**src/sv/npm_pkg.sv**
```systemverilog
// Shared types and constants for the noisy pixel mask engine.
package npm_pkg;

	localparam int TOTAL_W      = 48;
	localparam int FACTOR_W     = 8;
	localparam int COORD_W      = 8;
	localparam int HIT_COUNT_W  = 32;
	localparam logic [FACTOR_W-1:0] FACTOR_RESET = 8'd10;

	localparam logic KIND_HIT   = 1'b0;
	localparam logic KIND_QUERY = 1'b1;

	typedef struct packed {
		logic               kind;
		logic [COORD_W-1:0] pixel_column;
		logic [COORD_W-1:0] pixel_row;
	} in_item_t;

	typedef struct packed {
		logic [COORD_W-1:0]     queried_column;
		logic [COORD_W-1:0]     queried_row;
		logic [HIT_COUNT_W-1:0] hit_count;
		logic                   masked;
	} out_item_t;

	// Commands from the controller to the datapath.
	typedef struct packed {
		logic clear_wr;
		logic capture;
		logic read;
		logic hit_wr;
		logic mul;
		logic load_out;
	} npm_cmd_t;

	// Status from the datapath to the controller.
	typedef struct packed {
		logic clear_last;
		logic is_query;
		logic out_free;
	} npm_stat_t;

endpackage

```
**src/sv/npm_ctrl.sv**
```systemverilog
// Controller state machine sequencing clear, read-modify-write and query.
module npm_ctrl import npm_pkg::*; (
	input  logic      clk,
	input  logic      arst_n,
	input  logic      in_valid,
	output logic      in_ready,
	input  npm_stat_t stat,
	output npm_cmd_t  cmd
);

	typedef enum logic [2:0] {
		ST_CLEAR,
		ST_IDLE,
		ST_READ,
		ST_UPDATE,
		ST_MUL,
		ST_DONE
	} state_t;

	state_t state_q;

	always_ff @(posedge clk or negedge arst_n) begin
		if (!arst_n) begin
			state_q <= ST_CLEAR;
		end else begin
			unique case (state_q)
				ST_CLEAR: begin
					if (stat.clear_last) state_q <= ST_IDLE;
				end
				ST_IDLE: begin
					if (in_valid) state_q <= ST_READ;
				end
				ST_READ: begin
					state_q <= stat.is_query ? ST_MUL : ST_UPDATE;
				end
				ST_UPDATE: begin
					state_q <= ST_IDLE;
				end
				ST_MUL: begin
					state_q <= ST_DONE;
				end
				ST_DONE: begin
					if (stat.out_free) state_q <= ST_IDLE;
				end
				default: begin
					state_q <= ST_CLEAR;
				end
			endcase
		end
	end

	assign in_ready = (state_q == ST_IDLE);

	always_comb begin
		cmd          = '0;
		cmd.clear_wr = (state_q == ST_CLEAR);
		cmd.capture  = (state_q == ST_IDLE) && in_valid;
		cmd.read     = (state_q == ST_READ);
		cmd.hit_wr   = (state_q == ST_UPDATE);
		cmd.mul      = (state_q == ST_MUL);
		cmd.load_out = (state_q == ST_DONE) && stat.out_free;
	end

endmodule

```
**config.mk**
```make
export PLATFORM = sky130hd
export DESIGN_NAME = npm_ctrl
export DESIGN_NICKNAME = d
export VERILOG_FILES = /design/src/sv/npm_pkg.sv /design/src/sv/npm_ctrl.sv
export SDC_FILE = /design/constraint.sdc
export NUM_CORES = 1
export LEC_CHECK = 0
export BUFFER_PORTS_ARGS = -buffer_cell sky130_fd_sc_hd__buf_2
export CORE_AREA = 2 2 39 41
export DETAILED_ROUTE_END_ITERATION = 12
export DIE_AREA = 0 0 41 43
export SYNTH_ARGS = -nofsm -noshare
export SYNTH_HDL_FRONTEND = slang
export SYNTH_SLANG_ARGS = --single-unit
```
**constraint.sdc**
```tcl
create_clock -name clk -period 3 [get_ports clk]
set_input_delay 0.3 -clock clk [delete_from_list [all_inputs] [get_ports clk]]
set_output_delay 0.3 -clock clk [all_outputs]
set_load 0.02 [all_outputs]
```
==> qor.csv, run 1 <==
metric;value;unit
track_usage;8.16;%
drive_gt1_share;54.1;%
wl_met3;38;um
gp_routability_congestion;0.666;
crit_path_cell_trace;nor4bb_4, buf_2;
vias_per_cell;4.28;
p_leak;0.167;nW
synth-seq-cells;3;
top_register;state_q;
outcome;finished, final reports clean;
synth_top_area_share;29.1;%
hold_path.class;input port to register;
period_minus_slack;1600;ps
dieArea;1760;sq um
top_layer;met3;
finalHoldViolCount;0;
finClkSkew;0.656;ps
critical_path_buf_inv_count;1;
clock_latency;230;ps
path_delay_family;flip-flops;
p_per_area;1040;nW/um^2
dp_hpwl;387;um
io_buffers;12;
clockBufferDepth;2;
wl_per_cell;9.89;um
crit_fanout;14;
cts_buffers;3;
cp_slowest_cell;dfrtp_1;
ctsHoldBuffers;1;
setup_violations;0;
clkSlewWorstSetupHoldPaths;40;ps
timing.setup.tns;0;ps
yosys-top-cells-area;dfrtp_1, nor3b_1, nor4bb_4;
nNetsFinal;44;
cts_tree;yes;
core_area;1380;sq um
ys_seq_area_share;29.1;%
drc;0;
cts_setup_buffers;0;
start_util;18.6;%
dr.first_iter.drc_count;3;
largest_register_ffs;3;
drt-total-wl;524;um
rsz0062_at_grt;no;
arrival;1300;ps
synth_cells;23;
cp_data_required_time;2700;ps
grt_pass1_wl;952;um
place_inst;48;
slowest_delay;510;ps
vdd_drop_max;0.321;mV
dr.pass1.iters;2;
die_height;43;um
p_total;0.000360;W
final_antenna_net_count;0;
fp.dieW;41;um
num_vias;227;
rows;14;
grt_max_degree;15;
yosys_warnings;0;
routed-wl-met2;244;um
diodes;0;
num_io_pins;13;
htree_num_levels;1;
top_regs;state_q x3;
synth_top_cell_by_area;dfrtp_1;
synth_cell_types;17;
cts_root_buf;clkbuf_4;
avgSynthCellArea;11.2;sq um
min_period_over_period;53.5;%
overflow;0;
slew-limit-headroom;74.0;%
worst_pin_slew;391;ps
ctsResizeCount;0;
worstSetupPathType;register to output pin;
maxCapViolCount;0;
instances_no_fill;53;
end_kind;output pin;
worst_setup_path_start_kind;register;
grt_pass1_vias;229;
area_growth;34.5;%
m1WireLength;241;um
syn-num-nets;29;
fmax;0.623;GHz
antenna_found_initial;0;
syn_area;258;sq um
clock-sinks;3;
report.final.slew_viol_count;0;
whs;358;ps
## worst min-delay path: stages
cell	delay (ps)
buf_2	110
nand3b_1	70
a21oi_1	60
## Yosys cell counts
master / number
a21oi_1: 1
and3b_1: 1
and3b_2: 1
and4b_2: 1
and4bb_2: 1
buf_2: 1
buf_6: 2
dfrtp_1: 3
nand2_1: 1
nand3b_1: 1
nor3_1: 1
nor3b_1: 4
nor4_1: 1
nor4b_2: 1
nor4bb_4: 1
or3_1: 1
or3b_1: 1
## final timing paths
path | start | endpoint | slack [ps] | depth (start not counted)
max reg2reg | state_q[2] | state_q[2] | 1690 | 2
max in group asynchronous | arst_n | state_q[2] | 2500 | 2
min in group asynchronous | arst_n | state_q[1] | 400 | 2
min | in_valid | state_q[1] | 360 | 3
min reg2reg | state_q[2] | state_q[1] | 670 | 1
max | state_q[1] | cmd[4] | 1400 | 2
## through the flow
step	util, %	cell area, sq um	worst slack [ps]
3_3_place_gp	22.4	310	1650
6_report	25.0	347	1400
5_1_grt	25.0	347	1280
3_5_place_dp	22.4	310	1640
2_1_floorplan	-	258	1600
4_1_cts	25.0	347	1380
## metal layers
metal / up-vias / GRT usage (%)
li1: 118 / -
met2: 5 / 10.6
met4: 0 / 8.00
met5: - / 0
met1: 104 / 9.74
met3: 0 / 2.62
## power breakdown
group | switching, W | internal (W) | leakage [nW]
logic | 0.0000840 | 0.0000917 | 0.115
clock network | 0.0000199 | 0.0000498 | 0.0150
registers | 0.0000562 | 0.0000589 | 0.0373
## cell usage in the layout (no fill, tap or decap), types with 3 or more instances in the layout
cell type  instances
clkbuf_4           3
buf_2             12
dfrtp_1            3
nor3b_1            4
## cells by family (layout without fill, tap and decap cells)
group / Yosys count / after routing / synth area share, %
AOI/OAI and AO/OA: 1 / 1 / 1.94
buffers and inverters: 3 / 17 / 10.7
DFF: 3 / 3 / 29.1
and+or+nand+nor: 16 / 16 / 58.3
## final cells by class
type	count	area [sq um]
Fill cell	156	1040
Multi-Input combinational cell	17	155
Clock buffer	4	26.3
Tap cell	16	20.0
Timing Repair Buffer	13	70.1
Sequential cell	3	75.1
Power figures use the tool's default switching activity.
==> inputs of run 2 (changes only) <==
==> constraint.sdc (replaced) <==
create_clock -name clk -period 1.63 [get_ports clk]
set_input_delay 0.163 -clock clk [delete_from_list [all_inputs] [get_ports clk]]
set_output_delay 0.163 -clock clk [all_outputs]
set_load 0.02 [all_outputs]
==> qor.csv, run 2 (same netlist as run 1, synthesis figures left out) <==
metric;value;unit;change
start_util;18.6;%;unchanged
rows;14;;unchanged
grt_max_degree;15;;unchanged
final_antenna_net_count;0;;unchanged
cts_root_buf;clkbuf_4;;
dr.pass1.iters;2;;unchanged
vdd_drop_max;0.414;mV;+29%
worst_setup_path_start_kind;register;;
dieArea;1760;sq um;unchanged
grt_pass1_vias;218;;-4.8%
period_minus_slack;1490;ps;
htree_num_levels;1;;unchanged
drive_gt1_share;54.1;%;unchanged
p_leak;0.167;nW;unchanged
cts_tree;yes;;
num_io_pins;13;;unchanged
arrival;1330;ps;+30 ps
fmax;0.670;GHz;
hold_path.class;input port to register;;
dr.first_iter.drc_count;1;;-2
nNetsFinal;44;;unchanged
cp_data_required_time;1470;ps;-1230 ps
io_buffers;12;;unchanged
clock-sinks;3;;unchanged
drc;0;;unchanged
clockBufferDepth;2;;unchanged
drt-total-wl;574;um;+9.5%
timing.setup.tns;0;ps;unchanged
wl_per_cell;10.8;um;+9.5%
setup_violations;0;;unchanged
clock_latency;240;ps;about the same
setup_slack;138;ps;-1260 ps
worstSetupPathType;register to output pin;;
finalHoldViolCount;0;;unchanged
overflow;0;;unchanged
cts_setup_buffers;0;;unchanged
slowest_delay;510;ps;about the same
slew-limit-headroom;72.9;%;-1.1 points
worst_pin_slew;407;ps;+16.4 ps
grt_pass1_wl;979;um;+2.8%
place_inst;48;;unchanged
fp.dieW;41;um;unchanged
gp_routability_congestion;0.704;;+5.6%
cts_buffers;3;;unchanged
num_vias;226;;-0.44%
final_common_cell;buf_2;;
instances_no_fill;53;;unchanged
vias_per_cell;4.26;;-0.44%
die_height;43;um;unchanged
top_register;state_q;;
track_usage;9.16;%;+1.0 points
area_growth;34.5;%;unchanged
rsz0062_at_grt;no;;
clkSlewWorstSetupHoldPaths;40;ps;about the same
outcome;finished, final reports clean;;
maxCapViolCount;0;;unchanged
min_period_over_period;91.6;%;
p_per_area;1950;nW/um^2;+87%
top_regs;state_q x3;;
p_total;0.000674;W;+87%
end_kind;output pin;;
layout.cells.most_common_list;buf_2, nor3b_1, clkbuf_4, dfrtp_1;;
cp_slowest_cell;dfrtp_1;;
post-place-ws;347;ps;-1290 ps
finClkSkew;4.05;ps;+3.39 ps
largest_register_ffs;3;;unchanged
core_area;1380;sq um;unchanged
diodes;0;;unchanged
report.final.slew_viol_count;0;;unchanged
crit_path_cell_trace;nor4bb_4, buf_2;;
antenna_found_initial;0;;unchanged
utilization;25.0;%;unchanged
crit_fanout;14;;unchanged
==> run 2: cell counts in the layout (fill, tap and decap cells not counted) <==
Identical to the previous run, type by type.
==> run 2: metrics by stage <==
step | hold WS [ps] | area [sq um]
finish | 212 | 347
global route | 251 | 347
CTS | 202 | 347
detailed placement | -38.3 | 310
global placement | -38.3 | 310
floorplan | -133 | 258
==> run 2: final timing paths <==
| check | from | endpoint | slack, ps | cells past startpoint |
|---|---|---|---|---|
| max | state_q[1] | cmd[4] | 140 | 2 |
| min | in_valid | state_q[1] | 210 | 3 |
| max reg2reg | state_q[2] | state_q[2] | 330 | 2 |
| min reg2reg | state_q[2] | state_q[1] | 680 | 1 |
| max in group asynchronous | arst_n | state_q[1] | 1280 | 2 |
| min in group asynchronous | arst_n | state_q[2] | 240 | 2 |
==> run 2: final cells by class <==
type | count | area (sq um)
Fill cell | 159 | 1040
Timing Repair Buffer | 13 | 70.1
Tap cell | 16 | 20.0
Sequential cell | 3 | 75.1
Multi-Input combinational cell | 17 | 155
Clock buffer | 4 | 26.3
==> run 2: per-layer routing <==
metal	up-vias	GRT usage, %	routed length [um]
li1	118	-	-
met1	101	9.74	251
met2	5	11.6	274
met3	2	6.28	43
met4	0	8.00	5
met5	-	0	0
==> run 2: critical path: cells and delay by family (launching register included) <==
kind	cells	cell delay, ps
buffers and inverters	1	210
and+or+nand+nor	1	370
DFF	1	510
==> run 2: repair_timing <==
item,in CTS,in global routing
endpoints found under the hold margin,3,0
resized for setup,0,0
hold buffers,1,0
==> run 2: power breakdown <==
group	switching (W)	total, W	internal [W]
clock network	0.0000415	0.000133	0.0000919
registers	0.000110	0.000218	0.000108
logic	0.000154	0.000323	0.000169
total	0.000306	0.000674	0.000369
==> inputs of run 3 (changes only) <==
--- a/config.mk
+++ b/config.mk
@@ -5,6 +5,7 @@
 export SDC_FILE = /design/constraint.sdc
 export NUM_CORES = 1
 export LEC_CHECK = 0
+export ABC_AREA = 1
 export BUFFER_PORTS_ARGS = -buffer_cell sky130_fd_sc_hd__buf_2
 export CORE_AREA = 2 2 39 41
 export DETAILED_ROUTE_END_ITERATION = 12
==> qor.csv, run 3 <==
metric;value;unit;change
outcome;finished, final reports clean;;
finClkSkew;0.466;ps;-3.58 ps
cp_data_required_time;1470;ps;about the same
seq_power_share;22.2;%;-10 points
wl_per_cell;7.89;um;-27%
grt_pass1_vias;234;;+7.3%
avgSynthCellArea;6.45;sq um;-42%
timing.setup.tns;0;ps;unchanged
syn_area;245;sq um;-4.9%
p_leak;0.219;nW;+31%
synth_cell_types;15;;-2
crit_cells;4;;+2
diodes;0;;unchanged
clkSlewWorstSetupHoldPaths;40;ps;about the same
whs;259;ps;+46.8 ps
synth_cells;38;;+65%
pwr-share-clk;17.0;%;-2.8 points
path_delay_family;flip-flops;;
dr.first_iter.drc_count;3;;+2
core_area;1380;sq um;unchanged
synth-seq-cells;3;;unchanged
p_per_area;2080;nW/um^2;+7.1%
crit_path_cell_trace;nor2_1, inv_1, nor2_1, buf_2;;
top_regs;state_q x3;;
fill_cells;170;;+6.9%
critical_path_buf_inv_count;2;;+1
dieArea;1760;sq um;unchanged
rows;14;;unchanged
vdd_drop_max;0.648;mV;+56%
p_switching;0.000392;W;+28%
nNetsFinal;62;;+41%
area_growth;47.4;%;
end_kind;output pin;;
top_register;state_q;;
place_area;325;sq um;+4.8%
p_total;0.000753;W;+12%
hold_path.class;input port to async pin;;
worst_setup_path_start_kind;register;;
dp_hpwl;461;um;
largest_register_ffs;3;;unchanged
finalHoldViolCount;0;;unchanged
cp_common_cell;nor2_1;;
final_common_cell;buf_2;;
async_flop_share;100;%;unchanged
drt-total-wl;560;um;-2.4%
dr.pass1.iters;4;;+2
clock_latency;230;ps;about the same
track_usage;7.23;%;-1.9 points
grt_max_degree;8;;-7
syn-num-nets;44;;+52%
clock-sinks;3;;unchanged
synth_edf_count;0;;unchanged
crit_fanout;7;;-7
synthTopCellsByCount;nor2_1, inv_1, nand2_1, inv_2;;
swShare;52.0;%;+6.7 points
cts_buffers;3;;unchanged
fmax;0.743;GHz;+11%
cts_root_buf;clkbuf_4;;
maxCapViolCount;0;;unchanged
synthMostInstantiatedCell;nor2_1;;
worstSetupPathType;register to output pin;;
drive_gt1_share;43.6;%;-10 points
final_antenna_net_count;0;;unchanged
slowest_delay;430;ps;-80 ps
slew-limit-headroom;86.3;%;+13 points
p_comb_share;60.9;%;+13 points
report.final.slew_viol_count;0;;unchanged
yosys-top-cells-area;dfrtp_1, nand3_2, nor2_1;;
overflow;0;;unchanged
io_buffers;12;;unchanged
yosys_warnings;0;;unchanged
reg2reg_depth;6;;+4
cp_slowest_cell;dfrtp_1;;
worst_pin_slew;206;ps;-201 ps
period_minus_slack;1350;ps;-146 ps
design_area;362;sq um;+4.3%
grt_pass1_wl;814;um;-17%
cts_tree;yes;;
num_vias;286;;+27%
gp_routability_congestion;0.709;;+0.67%
arrival;1180;ps;-150 ps
num_io_pins;13;;unchanged
start_util;17.7;%;-0.90 points
clockBufferDepth;2;;unchanged
vias_per_cell;4.03;;-5.5%
fp.dieW;41;um;unchanged
rsz0062_at_grt;no;;
htree_num_levels;1;;unchanged
ys_seq_area_share;30.6;%;+1.5 points
synth_top_cell_by_area;dfrtp_1;;
setup_violations;0;;unchanged
die_height;43;um;unchanged
min_period_over_period;82.6;%;-9.0 points
layout.cells.most_common_list;buf_2, nor2_1, inv_1, nand2_1, inv_2;;
synth_top_area_share;30.6;%;+1.5 points
p_int;0.000362;W;-2.0%
drc;0;;unchanged
antenna_found_initial;0;;unchanged
ys.flop_type;dfrtp_1;;
## run 3: worst paths after layout
kind | slack [ps] | start | endpoint
worst min register to register | 610 | state_q[0] | state_q[0]
worst min-delay path | 260 | arst_n | state_q[0]
worst max register to register | 590 | state_q[0] | state_q[0]
max in group asynchronous | 1270 | arst_n | state_q[1]
worst max-delay path | 280 | state_q[0] | cmd[5]
min in group clk | 290 | in_valid | state_q[0]
## run 3: final cells by class
cell class,count,area (sq um),share of cell area [%]
flip-flops and latches,3,75.1,20.8
clock buffers,4,26.3,7.27
inverters,10,37.5,10.4
multi-input cells,25,133,36.7
repair buffers,13,70.1,19.4
well taps,16,20.0,5.54
## run 3: logic make-up after synthesis
family	count (synthesis)	synth area share [%]
compound gates	4	9.69
buf+inv	10	15.3
flops	3	30.6
simple gates	21	44.4
## run 3: power groups by stage
| stage | logic (W) | clock network, W | registers [W] |
|---|---|---|---|
| 2_1_floorplan | 0.000348 | 0 | 0.000159 |
| 3_3_place_gp | 0.000463 | 0 | 0.000168 |
| 3_5_place_dp | 0.000463 | 0 | 0.000168 |
| 4_1_cts | 0.000467 | 0.000135 | 0.000167 |
| 5_1_grt | 0.000510 | 0.000148 | 0.000173 |
| 6_report | 0.000458 | 0.000128 | 0.000167 |
## run 3: repair_timing
action / in CTS / in global routing
buffers inserted: 0 / 0
hold buffers: 1 / 0
endpoints found under the hold margin: 3 / 0
gates resized for setup: 0 / 0
## run 3: per-layer routing
metal	global-route usage, %	up-vias	part of all wire [%]
li1	-	152	-
met1	6.75	125	45
met2	11.3	9	49
met3	3.14	0	6.6
met4	6.00	0	0
met5	0	-	0
## run 3: metrics by stage
stage	util, %	setup WS, ps	instances
finish	26.1	284	71
detailed placement	23.5	518	66
global route	26.1	159	71
CTS	26.1	268	71
global placement	23.5	542	66
floorplan	-	492	38
